[src/tmr_pkg.sv]
// Shared types, widths and helper functions for the torus route block.
// No dependencies; imported by every module of the block.
`default_nettype none

package tmr_pkg;

  localparam int MAX_DIMS   = 3;
  localparam int NODE_W     = 24;
  localparam int OWN_W      = 18;
  localparam int RAD_W      = 7;
  localparam int DCNT_W     = 2;
  localparam int PORT_W     = 7;
  localparam int PADDR_W    = 5;
  localparam int PDATA_W    = 32;
  localparam int DIV_STAGES = 3;

  // Register map, one word per register.
  typedef enum logic [2:0] {
    REG_OWN_SWITCH    = 3'd0,
    REG_CONCENTRATION = 3'd1,
    REG_DIM_COUNT     = 3'd2,
    REG_SIZE_DIM0     = 3'd3,
    REG_SIZE_DIM1     = 3'd4,
    REG_SIZE_DIM2     = 3'd5
  } cfg_reg_e;

  typedef struct packed {
    logic [OWN_W-1:0]                   own_switch;
    logic [RAD_W-1:0]                   concentration;
    logic [DCNT_W-1:0]                  dim_count;
    logic [MAX_DIMS-1:0][RAD_W-1:0]     size;
  } cfg_t;

  typedef struct packed {
    logic              crossed;
    logic [DCNT_W-1:0] hop_dim;
  } hdr_t;

  // Side information that rides along with the coordinate dividers.
  typedef struct packed {
    hdr_t             hdr;
    logic [RAD_W-1:0] loc;
    logic             local_hit;
    logic [RAD_W-1:0] sx0;
  } grpb_sb_t;

  typedef struct packed {
    grpb_sb_t         b;
    logic [RAD_W-1:0] dx0;
    logic [RAD_W-1:0] sx1;
  } grpc_sb_t;

  typedef struct packed {
    grpc_sb_t         c;
    logic [RAD_W-1:0] dx1;
    logic [RAD_W-1:0] sx2;
  } grpd_sb_t;

  typedef struct packed {
    hdr_t                           hdr;
    logic [RAD_W-1:0]               loc;
    logic                           local_hit;
    logic [MAX_DIMS-1:0][RAD_W-1:0] sx;
    logic [MAX_DIMS-1:0][RAD_W-1:0] dx;
  } route_in_t;

  typedef struct packed {
    logic [PORT_W-1:0] out_port;
    logic              vc;
    logic              crossed;
    logic [DCNT_W-1:0] hop_dim;
    logic              route_error;
  } route_out_t;

  // A radix or concentration of zero behaves as one.
  function automatic logic [RAD_W-1:0] eff_radix(input logic [RAD_W-1:0] v);
    return (v == '0) ? RAD_W'(1) : v;
  endfunction

  function automatic logic [DCNT_W-1:0] clamp_dims(input logic [DCNT_W-1:0] dc);
    return (dc > DCNT_W'(MAX_DIMS)) ? DCNT_W'(MAX_DIMS) : dc;
  endfunction

endpackage

`default_nettype wire

[src/tmr_cfg_regs.sv]
// APB-style configuration registers of the torus route block.
// Depends on tmr_pkg for the register map and the configuration struct.
`default_nettype none

module tmr_cfg_regs (
  input  wire                           clk_i,
  input  wire                           rst_ni,
  input  wire                           psel,
  input  wire                           penable,
  input  wire                           pwrite,
  input  wire  [tmr_pkg::PADDR_W-1:0]   paddr,
  input  wire  [tmr_pkg::PDATA_W-1:0]   pwdata,
  output logic [tmr_pkg::PDATA_W-1:0]   prdata,
  output logic                          pready,
  output tmr_pkg::cfg_t                 cfg_o
);
  import tmr_pkg::*;

  cfg_t     cfg_q;
  cfg_reg_e reg_sel;
  logic     wr_en;

  assign reg_sel = cfg_reg_e'(paddr[PADDR_W-1:2]);
  assign wr_en   = psel && penable && pwrite;
  assign pready  = 1'b1;
  assign cfg_o   = cfg_q;

  always_ff @(posedge clk_i or negedge rst_ni) begin
    if (!rst_ni) begin
      cfg_q.own_switch    <= '0;
      cfg_q.concentration <= RAD_W'(1);
      cfg_q.dim_count     <= DCNT_W'(3);
      cfg_q.size          <= {MAX_DIMS{RAD_W'(4)}};
    end else if (wr_en) begin
      case (reg_sel)
        REG_OWN_SWITCH:    cfg_q.own_switch    <= pwdata[OWN_W-1:0];
        REG_CONCENTRATION: cfg_q.concentration <= pwdata[RAD_W-1:0];
        REG_DIM_COUNT:     cfg_q.dim_count     <= pwdata[DCNT_W-1:0];
        REG_SIZE_DIM0:     cfg_q.size[0]       <= pwdata[RAD_W-1:0];
        REG_SIZE_DIM1:     cfg_q.size[1]       <= pwdata[RAD_W-1:0];
        REG_SIZE_DIM2:     cfg_q.size[2]       <= pwdata[RAD_W-1:0];
        default:           ;
      endcase
    end
  end

  always_comb begin
    prdata = '0;
    case (reg_sel)
      REG_OWN_SWITCH:    prdata = PDATA_W'(cfg_q.own_switch);
      REG_CONCENTRATION: prdata = PDATA_W'(cfg_q.concentration);
      REG_DIM_COUNT:     prdata = PDATA_W'(cfg_q.dim_count);
      REG_SIZE_DIM0:     prdata = PDATA_W'(cfg_q.size[0]);
      REG_SIZE_DIM1:     prdata = PDATA_W'(cfg_q.size[1]);
      REG_SIZE_DIM2:     prdata = PDATA_W'(cfg_q.size[2]);
      default:           prdata = '0;
    endcase
  end

endmodule

`default_nettype wire

[src/tmr_div_pipe.sv]
// Pipelined restoring divider, several lanes sharing one valid and side bus.
// Depends on tmr_pkg for the radix width.
`default_nettype none

module tmr_div_pipe #(
  parameter int W      = tmr_pkg::NODE_W,
  parameter int STAGES = tmr_pkg::DIV_STAGES,
  parameter int LANES  = 2,
  parameter int SB_W   = 1
) (
  input  wire                          clk_i,
  input  wire                          rst_ni,
  input  wire                          adv_i,
  input  wire                          valid_i,
  input  wire  [W-1:0]                 num_i [LANES],
  input  wire  [tmr_pkg::RAD_W-1:0]    den_i [LANES],
  input  wire  [SB_W-1:0]              sb_i,
  output logic                         valid_o,
  output logic [W-1:0]                 quo_o [LANES],
  output logic [tmr_pkg::RAD_W-1:0]    rem_o [LANES],
  output logic [SB_W-1:0]              sb_o
);
  import tmr_pkg::*;

  // Each stage handles up to STEPS quotient bits; the last stages may do fewer.
  localparam int STEPS = (W + STAGES - 1) / STAGES;
  localparam int REM_W = RAD_W + 1;
  localparam int WK_W  = REM_W + W;

  // Remainder sits in the top REM_W bits, quotient bits shift in from the bottom.
  function automatic logic [WK_W-1:0] div_steps(input logic [WK_W-1:0] w_in,
                                                input logic [RAD_W-1:0] den,
                                                input int n);
    logic [WK_W-1:0] w;
    w = w_in;
    for (int i = 0; i < STEPS; i++) begin
      if (i < n) begin
        w = {w[WK_W-2:0], 1'b0};
        if (w[WK_W-1 -: REM_W] >= {1'b0, den}) begin
          w[WK_W-1 -: REM_W] = w[WK_W-1 -: REM_W] - {1'b0, den};
          w[0] = 1'b1;
        end
      end
    end
    return w;
  endfunction

  logic [WK_W-1:0]   work_q [STAGES][LANES];
  logic [SB_W-1:0]   sb_q   [STAGES];
  logic [STAGES-1:0] valid_q;

  for (genvar s = 0; s < STAGES; s++) begin : g_stage
    logic [WK_W-1:0] src   [LANES];
    logic [WK_W-1:0] work_d[LANES];
    logic [SB_W-1:0] sb_d;
    logic            valid_d;

    if (s == 0) begin : g_first
      for (genvar l = 0; l < LANES; l++) begin : g_lane
        assign src[l] = {{REM_W{1'b0}}, num_i[l]};
      end
      assign sb_d    = sb_i;
      assign valid_d = valid_i;
    end else begin : g_next
      for (genvar l = 0; l < LANES; l++) begin : g_lane
        assign src[l] = work_q[s-1][l];
      end
      assign sb_d    = sb_q[s-1];
      assign valid_d = valid_q[s-1];
    end

    for (genvar l = 0; l < LANES; l++) begin : g_calc
      assign work_d[l] = div_steps(src[l], den_i[l], W - s * STEPS);

      always_ff @(posedge clk_i) begin
        if (adv_i) begin
          work_q[s][l] <= work_d[l];
        end
      end
    end

    always_ff @(posedge clk_i) begin
      if (adv_i) begin
        sb_q[s] <= sb_d;
      end
    end

    always_ff @(posedge clk_i or negedge rst_ni) begin
      if (!rst_ni) begin
        valid_q[s] <= 1'b0;
      end else if (adv_i) begin
        valid_q[s] <= valid_d;
      end
    end
  end

  for (genvar l = 0; l < LANES; l++) begin : g_out
    assign quo_o[l] = work_q[STAGES-1][l][W-1:0];
    assign rem_o[l] = work_q[STAGES-1][l][W +: RAD_W];
  end

  assign valid_o = valid_q[STAGES-1];
  assign sb_o    = sb_q[STAGES-1];

endmodule

`default_nettype wire

[src/tmr_route_sel.sv]
// Final two stages: per-dimension ring direction and dateline checks, then
// lowest-dimension selection into the output register. Depends on tmr_pkg.
`default_nettype none

module tmr_route_sel (
  input  wire                    clk_i,
  input  wire                    rst_ni,
  input  wire                    adv_i,
  input  wire                    valid_i,
  input  tmr_pkg::route_in_t     route_i,
  input  tmr_pkg::cfg_t          cfg_i,
  output logic                   valid_o,
  output tmr_pkg::route_out_t    route_o
);
  import tmr_pkg::*;

  typedef struct packed {
    hdr_t                  hdr;
    logic                  local_hit;
    logic [PORT_W-1:0]     local_port;
    logic [MAX_DIMS-1:0]   diff;
    logic [MAX_DIMS-1:0]   pos;
    logic [MAX_DIMS-1:0]   wrap;
  } dim_flags_t;

  dim_flags_t        flags_d, flags_q;
  logic              flags_vld_q;
  route_out_t        res_d, res_q;
  logic              res_vld_q;
  logic [DCNT_W-1:0] ndim;

  assign ndim = clamp_dims(cfg_i.dim_count);

  always_comb begin
    flags_d.hdr        = route_i.hdr;
    flags_d.local_hit  = route_i.local_hit;
    flags_d.local_port = route_i.loc + PORT_W'({ndim, 1'b0});
    for (int d = 0; d < MAX_DIMS; d++) begin : g_dim
      logic [RAD_W-1:0] k;
      logic [RAD_W-1:0] sx;
      logic [RAD_W-1:0] dx;
      logic [RAD_W:0]   fwd;
      k  = eff_radix(cfg_i.size[d]);
      sx = route_i.sx[d];
      dx = route_i.dx[d];
      if (dx >= sx) begin
        fwd = {1'b0, dx} - {1'b0, sx};
      end else begin
        fwd = {1'b0, dx} + {1'b0, k} - {1'b0, sx};
      end
      flags_d.diff[d] = (DCNT_W'(d) < ndim) && (sx != dx);
      // Ties between the two ring directions go positive.
      flags_d.pos[d]  = {fwd, 1'b0} <= {2'b00, k};
      flags_d.wrap[d] = flags_d.pos[d] ? (sx == k - RAD_W'(1)) : (sx == '0);
    end
  end

  always_comb begin
    logic              found;
    logic [DCNT_W-1:0] sel;
    found = 1'b0;
    sel   = '0;
    for (int d = MAX_DIMS - 1; d >= 0; d--) begin
      if (flags_q.diff[d]) begin
        found = 1'b1;
        sel   = DCNT_W'(d);
      end
    end

    res_d.out_port    = '0;
    res_d.vc          = 1'b0;
    res_d.crossed     = flags_q.hdr.crossed;
    res_d.hop_dim     = flags_q.hdr.hop_dim;
    res_d.route_error = 1'b0;
    if (flags_q.local_hit) begin
      res_d.out_port = flags_q.local_port;
    end else if (found) begin
      res_d.out_port = PORT_W'({sel, !flags_q.pos[sel]});
      res_d.hop_dim  = sel;
      if (flags_q.wrap[sel]) begin
        res_d.vc      = 1'b1;
        res_d.crossed = 1'b1;
      end else if (sel != flags_q.hdr.hop_dim) begin
        res_d.vc      = 1'b0;
        res_d.crossed = 1'b0;
      end else begin
        res_d.vc      = flags_q.hdr.crossed;
        res_d.crossed = flags_q.hdr.crossed;
      end
    end else begin
      res_d.route_error = 1'b1;
    end
  end

  always_ff @(posedge clk_i) begin
    if (adv_i) begin
      flags_q <= flags_d;
      res_q   <= res_d;
    end
  end

  always_ff @(posedge clk_i or negedge rst_ni) begin
    if (!rst_ni) begin
      flags_vld_q <= 1'b0;
      res_vld_q   <= 1'b0;
    end else if (adv_i) begin
      flags_vld_q <= valid_i;
      res_vld_q   <= flags_vld_q;
    end
  end

  assign valid_o = res_vld_q;
  assign route_o = res_q;

endmodule

`default_nettype wire

[src/torus_minimal_route_dateline_vc_top.sv]
// Torus minimal route computation with dateline virtual channels, top level.
// Headers flow through restoring divider groups A to D, then tmr_route_sel.
// Throughput is one header per cycle while the output is not stalled.
// Reset (async, active low) empties the pipeline and loads register defaults.
// Depends on tmr_pkg, tmr_cfg_regs, tmr_div_pipe and tmr_route_sel.
`default_nettype none

module torus_minimal_route_dateline_vc_top #(
  parameter int DIV_STAGES = tmr_pkg::DIV_STAGES
) (
  input  wire                           clk_i,
  input  wire                           rst_ni,
  // Configuration port.
  input  wire                           psel,
  input  wire                           penable,
  input  wire                           pwrite,
  input  wire  [tmr_pkg::PADDR_W-1:0]   paddr,
  input  wire  [tmr_pkg::PDATA_W-1:0]   pwdata,
  output logic [tmr_pkg::PDATA_W-1:0]   prdata,
  output logic                          pready,
  // Header input channel.
  input  wire                           in_valid_i,
  output logic                          in_stall_o,
  input  wire  [tmr_pkg::NODE_W-1:0]    dest_node_i,
  input  wire                           crossed_in_i,
  input  wire  [tmr_pkg::DCNT_W-1:0]    last_dim_in_i,
  // Routing decision output channel.
  output logic                          out_valid_o,
  input  wire                           out_stall_i,
  output logic [tmr_pkg::PORT_W-1:0]    out_port_o,
  output logic                          vc_o,
  output logic                          crossed_out_o,
  output logic [tmr_pkg::DCNT_W-1:0]    last_dim_out_o,
  output logic                          route_error_o
);
  import tmr_pkg::*;

  // The whole pipeline moves as one. It holds only when the output register
  // has a result that the consumer is stalling; a stalled output then also
  // stalls the input side so that no transfer is lost or repeated.
  logic adv;
  assign adv        = !(out_valid_o && out_stall_i);
  assign in_stall_o = !adv;

  cfg_t cfg;

  tmr_cfg_regs u_cfg (
    .clk_i   (clk_i),
    .rst_ni  (rst_ni),
    .psel    (psel),
    .penable (penable),
    .pwrite  (pwrite),
    .paddr   (paddr),
    .pwdata  (pwdata),
    .prdata  (prdata),
    .pready  (pready),
    .cfg_o   (cfg)
  );

  // Effective divisors. Configuration is to change only while the block is idle;
  // the block itself does not enforce this. Every stage reads them directly.
  logic [RAD_W-1:0] conc_k, k0, k1, k2;
  assign conc_k = eff_radix(cfg.concentration);
  assign k0     = eff_radix(cfg.size[0]);
  assign k1     = eff_radix(cfg.size[1]);
  assign k2     = eff_radix(cfg.size[2]);

  // Group A: destination switch and local endpoint from the node address,
  // while the second lane peels coordinate zero off this switch's address.
  logic             a_valid;
  logic [NODE_W-1:0] a_num [2];
  logic [RAD_W-1:0]  a_den [2];
  logic [NODE_W-1:0] a_quo [2];
  logic [RAD_W-1:0]  a_rem [2];
  hdr_t              a_sb_in, a_sb;

  assign a_num[0]         = dest_node_i;
  assign a_den[0]         = conc_k;
  assign a_num[1]         = NODE_W'(cfg.own_switch);
  assign a_den[1]         = k0;
  assign a_sb_in.crossed  = crossed_in_i;
  assign a_sb_in.hop_dim  = last_dim_in_i;

  tmr_div_pipe #(
    .W      (NODE_W),
    .STAGES (DIV_STAGES),
    .LANES  (2),
    .SB_W   ($bits(hdr_t))
  ) u_div_a (
    .clk_i   (clk_i),
    .rst_ni  (rst_ni),
    .adv_i   (adv),
    .valid_i (in_valid_i),
    .num_i   (a_num),
    .den_i   (a_den),
    .sb_i    (a_sb_in),
    .valid_o (a_valid),
    .quo_o   (a_quo),
    .rem_o   (a_rem),
    .sb_o    (a_sb)
  );

  // Group B: coordinate zero of the destination, coordinate one of this switch.
  // The local ejection check rides along from here on.
  logic              b_valid;
  logic [NODE_W-1:0] b_num [2];
  logic [RAD_W-1:0]  b_den [2];
  logic [NODE_W-1:0] b_quo [2];
  logic [RAD_W-1:0]  b_rem [2];
  grpb_sb_t          b_sb_in, b_sb;

  assign b_num[0]          = a_quo[0];
  assign b_den[0]          = k0;
  assign b_num[1]          = a_quo[1];
  assign b_den[1]          = k1;
  assign b_sb_in.hdr       = a_sb;
  assign b_sb_in.loc       = a_rem[0];
  assign b_sb_in.local_hit = (a_quo[0] == NODE_W'(cfg.own_switch));
  assign b_sb_in.sx0       = a_rem[1];

  tmr_div_pipe #(
    .W      (NODE_W),
    .STAGES (DIV_STAGES),
    .LANES  (2),
    .SB_W   ($bits(grpb_sb_t))
  ) u_div_b (
    .clk_i   (clk_i),
    .rst_ni  (rst_ni),
    .adv_i   (adv),
    .valid_i (a_valid),
    .num_i   (b_num),
    .den_i   (b_den),
    .sb_i    (b_sb_in),
    .valid_o (b_valid),
    .quo_o   (b_quo),
    .rem_o   (b_rem),
    .sb_o    (b_sb)
  );

  // Group C: coordinate one of the destination, coordinate two of this switch.
  logic              c_valid;
  logic [NODE_W-1:0] c_num [2];
  logic [RAD_W-1:0]  c_den [2];
  logic [NODE_W-1:0] c_quo [2];
  logic [RAD_W-1:0]  c_rem [2];
  grpc_sb_t          c_sb_in, c_sb;

  assign c_num[0]    = b_quo[0];
  assign c_den[0]    = k1;
  assign c_num[1]    = b_quo[1];
  assign c_den[1]    = k2;
  assign c_sb_in.b   = b_sb;
  assign c_sb_in.dx0 = b_rem[0];
  assign c_sb_in.sx1 = b_rem[1];

  tmr_div_pipe #(
    .W      (NODE_W),
    .STAGES (DIV_STAGES),
    .LANES  (2),
    .SB_W   ($bits(grpc_sb_t))
  ) u_div_c (
    .clk_i   (clk_i),
    .rst_ni  (rst_ni),
    .adv_i   (adv),
    .valid_i (b_valid),
    .num_i   (c_num),
    .den_i   (c_den),
    .sb_i    (c_sb_in),
    .valid_o (c_valid),
    .quo_o   (c_quo),
    .rem_o   (c_rem),
    .sb_o    (c_sb)
  );

  // Group D: coordinate two of the destination. Only the remainder matters.
  logic              d_valid;
  logic [NODE_W-1:0] d_num [1];
  logic [RAD_W-1:0]  d_den [1];
  logic [RAD_W-1:0]  d_rem [1];
  grpd_sb_t          d_sb_in, d_sb;

  assign d_num[0]    = c_quo[0];
  assign d_den[0]    = k2;
  assign d_sb_in.c   = c_sb;
  assign d_sb_in.dx1 = c_rem[0];
  assign d_sb_in.sx2 = c_rem[1];

  tmr_div_pipe #(
    .W      (NODE_W),
    .STAGES (DIV_STAGES),
    .LANES  (1),
    .SB_W   ($bits(grpd_sb_t))
  ) u_div_d (
    .clk_i   (clk_i),
    .rst_ni  (rst_ni),
    .adv_i   (adv),
    .valid_i (c_valid),
    .num_i   (d_num),
    .den_i   (d_den),
    .sb_i    (d_sb_in),
    .valid_o (d_valid),
    .quo_o   (),
    .rem_o   (d_rem),
    .sb_o    (d_sb)
  );

  // Gather both coordinate sets for the decision stages.
  route_in_t  route_in;
  route_out_t route_out;

  assign route_in.hdr       = d_sb.c.b.hdr;
  assign route_in.loc       = d_sb.c.b.loc;
  assign route_in.local_hit = d_sb.c.b.local_hit;
  assign route_in.sx[0]     = d_sb.c.b.sx0;
  assign route_in.sx[1]     = d_sb.c.sx1;
  assign route_in.sx[2]     = d_sb.sx2;
  assign route_in.dx[0]     = d_sb.c.dx0;
  assign route_in.dx[1]     = d_sb.dx1;
  assign route_in.dx[2]     = d_rem[0];

  tmr_route_sel u_sel (
    .clk_i   (clk_i),
    .rst_ni  (rst_ni),
    .adv_i   (adv),
    .valid_i (d_valid),
    .route_i (route_in),
    .cfg_i   (cfg),
    .valid_o (out_valid_o),
    .route_o (route_out)
  );

  assign out_port_o     = route_out.out_port;
  assign vc_o           = route_out.vc;
  assign crossed_out_o  = route_out.crossed;
  assign last_dim_out_o = route_out.hop_dim;
  assign route_error_o  = route_out.route_error;

  // An error result carries no port and the base virtual channel.
  a_error_clean : assert property (@(posedge clk_i) disable iff (!rst_ni)
    out_valid_o && route_error_o |-> (out_port_o == '0) && !vc_o)
    else $error("route error result with port or vc set");

  // The dateline channel is only used once the crossed flag is set.
  a_vc_implies_crossed : assert property (@(posedge clk_i) disable iff (!rst_ni)
    out_valid_o && vc_o |-> crossed_out_o)
    else $error("vc 1 chosen without crossed flag");

  // The input side only holds off while a finished result waits to be taken.
  a_stall_cause : assert property (@(posedge clk_i) disable iff (!rst_ni)
    in_stall_o |-> out_valid_o && out_stall_i)
    else $error("input stalled while output free");

endmodule

`default_nettype wire
[config.mk]
export PLATFORM = sky130hd
export DESIGN_NAME = torus_minimal_route_dateline_vc_top
export DESIGN_NICKNAME = d
export VERILOG_FILES = /design/src/tmr_pkg.sv /design/src/tmr_cfg_regs.sv /design/src/tmr_div_pipe.sv /design/src/tmr_route_sel.sv /design/src/torus_minimal_route_dateline_vc_top.sv
export SDC_FILE = /design/constraint.sdc
export NUM_CORES = 2
export LEC_CHECK = 0
export ABC_AREA = 1
export BUFFER_PORTS_ARGS = -buffer_cell sky130_fd_sc_hd__buf_2
export CORE_MARGIN = 4
export CORE_UTILIZATION = 40
export DETAILED_ROUTE_END_ITERATION = 16
export GPL_TIMING_DRIVEN = 0
export SYNTH_ARGS = -nofsm -noshare
export SYNTH_HDL_FRONTEND = slang
export SYNTH_SLANG_ARGS = --single-unit
export TNS_END_PERCENT = 5
[constraint.sdc]
create_clock -name clk_i -period 24.5 [get_ports clk_i]
set_clock_uncertainty 0.05 [all_clocks]
set_input_delay 0 -clock clk_i [delete_from_list [all_inputs] [get_ports clk_i]]
set_output_delay 0 -clock clk_i [all_outputs]
set_load 0.01 [all_outputs]
==> flow_summary.ini <==
[status]
status = completed

[floorplanning]
start_util = 0.404
die_area_um2 = 246000
core_area_um2 = 236000
fp.dieW_um = 496
die_h_um = 496
rows = 178
io_pins = 118

[global_routing]
globalRouteOverflowTotal = 0
antenna_found_initial = 8
grt_first_pass_wirelength_um = 399000
grt_max_degree = 123
grt_usage = 0.196
first_global_vias = 78000

[final_layout]
fill_cells = 23100
layout-drive-gt1-share = 0.0900
multi_input_area_um2 = 59900
register_area_um2 = 28100
area_delta_synth_final_pct = 10.4
nets = 13500

[critical_path]
crit_path_top_delay_cell = a211oi_1
cp_slowest_stage_delay_ns = 0.87
start_kind = flop
arrival_ns = 18.51
crit_fanout = 26
required_ns = 25.01
path_class = flop to flop
cpMostUsedCell = nand2_1
end_kind = flop

[synth]
yosysMostFrequentCell = nand2_1
yosysWarnings = 0
netlist_top_cells_count = 2820 x nand2_1, 1729 x inv_1, 1200 x ha_1
synthTopCellsByArea = edfxtp_1 28%, ha_1 16%, nand2_1 11%, inv_1 6.8%, xor2_1 4.0%
avgSynthCellArea_um2 = 8.15
ys_types = 82
netlist_area_um2 = 95300
synth_ff_type = edfxtp_1
synthCells = 11700
synth_top_area_frac = 0.279
async_flop_share = 0.0655
synth-seq-cells = 946
yosysSeqAreaShare = 0.295
synth_top_cell_by_area = edfxtp_1
synth_edf_count = 884

[drt]
drc = 0
antenna_left = 0
wirelength_um = 245000
drt-initial-drc-count = 5222
post_drt_wl_per_cell_um = 16.0
drtPass1Iterations = 8
vias = 79300
vias_per_cell = 5.19

[clocking]
cts_setup_buffers = 0
cts.sinks = 946
clk_latency_ns = 0.81
root_buffer = clkbuf_16
clk_pin_slew_ns = 0.06
numCtsBuffers = 109
clock_path_buffers = 3
cts_tree = yes
cts_max_level = 3

[sta]
fin_crit_sh = 0.734
rsz0062_at_grt = no
hold_viol = 0
max_freq_mhz = 55.6
fin_crit_ns = 17.99
slew-limit-headroom = 0.0809
worst_pin_slew_ns = 1.38
slew_viol_final = 0
setup_viol = 0
final.setup.tns_ns = 0

[placement]
io_buffer_count = 86
dp_hpwl_um = 186000
gp_congestion = 0.878

[worst_hold_path]
worstHoldPathType = input pin to flop

[job]
cap_viol_max_count = 0
-- cell usage in the layout (no fill, tap or decap), types with 88 or more instances in the layout --
| cell | Yosys | routed |
|---|---|---|
| nand2_1 | 2820 | 2818 |
| inv_1 | 1729 | 1714 |
| ha_1 | 1200 | 1200 |
| edfxtp_1 | 884 | 884 |
| a21oi_1 | 703 | 703 |
| nand3_1 | 697 | 697 |
| o21ai_0 | 494 | 494 |
| nor2_1 | 445 | 445 |
| xor2_1 | 437 | 437 |
| xnor2_1 | 336 | 336 |
| fa_1 | 181 | 181 |
| nand4_1 | 157 | 157 |
| nand2_2 | 135 | 135 |
| nand3_2 | 112 | 112 |
| clkbuf_16 | 0 | 110 |
| o21ai_1 | 103 | 103 |
| o21bai_1 | 93 | 93 |
| dlygate4sd3_1 | 0 | 92 |
| buf_2 | 4 | 90 |
| nor3_1 | 89 | 89 |
| a21o_1 | 88 | 88 |
-- what timing repair did --
| item | 4_1_cts | 5_1_grt |
|---|---|---|
| hold endpoints to repair | 149 | 0 |
| resized for setup | 0 | 0 |
| hold buffers | 92 | 0 |
-- layer usage --
metal | share of wire | GRT usage
met1 | 0.45 | 0.258
met2 | 0.47 | 0.336
met3 | 0.044 | 0.0205
met4 | 0.033 | 0.0669
met5 | 0 | 0
-- state kept, by name, summed over array words and instances, names as in the netlist, 2 cells and up --
name,cells
u_cfg.cfg_o,48
u_div_a.g_stage.valid_d,2
u_div_a.sb_q,9
u_div_a.work_q,186
u_div_b.g_stage.valid_d,2
u_div_b.sb_q,54
u_div_b.work_q,186
u_div_c.g_stage.valid_d,2
u_div_c.sb_q,96
u_div_c.work_q,138
u_div_d.g_stage.valid_d,2
u_div_d.sb_q,138
u_div_d.work_q,45
u_sel.flags_q,20
u_sel.route_o,12
-- through the flow --
stage	std cells	worst slack, ns	utilization	hold slack (ns)	area (µm²)
detailed placement	15000	6.71	0.426	-0.172	101000
floorplan	11700	8.13	-	-0.346	95300
finish	15300	6.51	0.446	0.104	105000
global route	15300	5.00	0.446	0.100	105000
CTS	15300	6.67	0.446	0.0120	105000
global placement	14900	2.31	0.422	0.127	99700
-- logic make-up after synthesis --
kind of cell | count (synthesis) | share of synthesized area
flip-flops | 946 | 0.295
adder cells (fa/ha/maj) | 1381 | 0.196
AO/OA/AOI/OAI | 1845 | 0.116
other | 2 | 0.0000788
multiplexers | 3 | 0.000315
buffers and inverters | 1868 | 0.0774
XOR/XNOR | 773 | 0.0711
AND/OR/NAND/NOR | 4867 | 0.244
-- path summary, 6_finish.rpt --
| kind | depth (start not counted) | slack, ns | startpoint | to |
|---|---|---|---|---|
| hold reg to reg | 0 | 0.27 | u_div_c.sb_q[0][74] | u_div_d.sb_q[0][24] |
| setup reg to reg | 85 | 6.51 | u_cfg.cfg_o[24] | u_div_a.work_q[1][56] |
| min in group asynchronous | 3 | 0.31 | rst_ni | u_div_a.g_stage[2].valid_d |
| max in group asynchronous | 4 | 23.18 | rst_ni | u_cfg.cfg_o[16] |
| setup / recovery | 85 | 6.51 | u_cfg.cfg_o[24] | u_div_a.work_q[1][56] |
| hold / removal | 9 | 0.10 | dest_node_i[19] | u_div_a.work_q[0][59] |
-- critical path: cells and delay by family (launching register included) --
kind | cells | cell delay (ns)
flops | 1 | 0.54
simple gates | 37 | 5.01
compound gates | 28 | 7.16
fa+ha+maj | 9 | 3.09
buf+inv | 11 | 1.86
-- area by class of cell --
type                            instances  share of cell area
Clock inverter                         62             0.00716
Tap cell                             3150              0.0375
Clock buffer                          140              0.0278
Timing Repair Buffer                  209              0.0206
Multi-Input combinational cell       8886               0.569
Buffer                                 89             0.00680
Antenna cell                            3           0.0000714
Sequential cell                       946               0.267
Inverter                             1779              0.0639
Power is not shown: default switching activity piles up to over one toggle a cycle in this logic, so the estimate is an artifact.
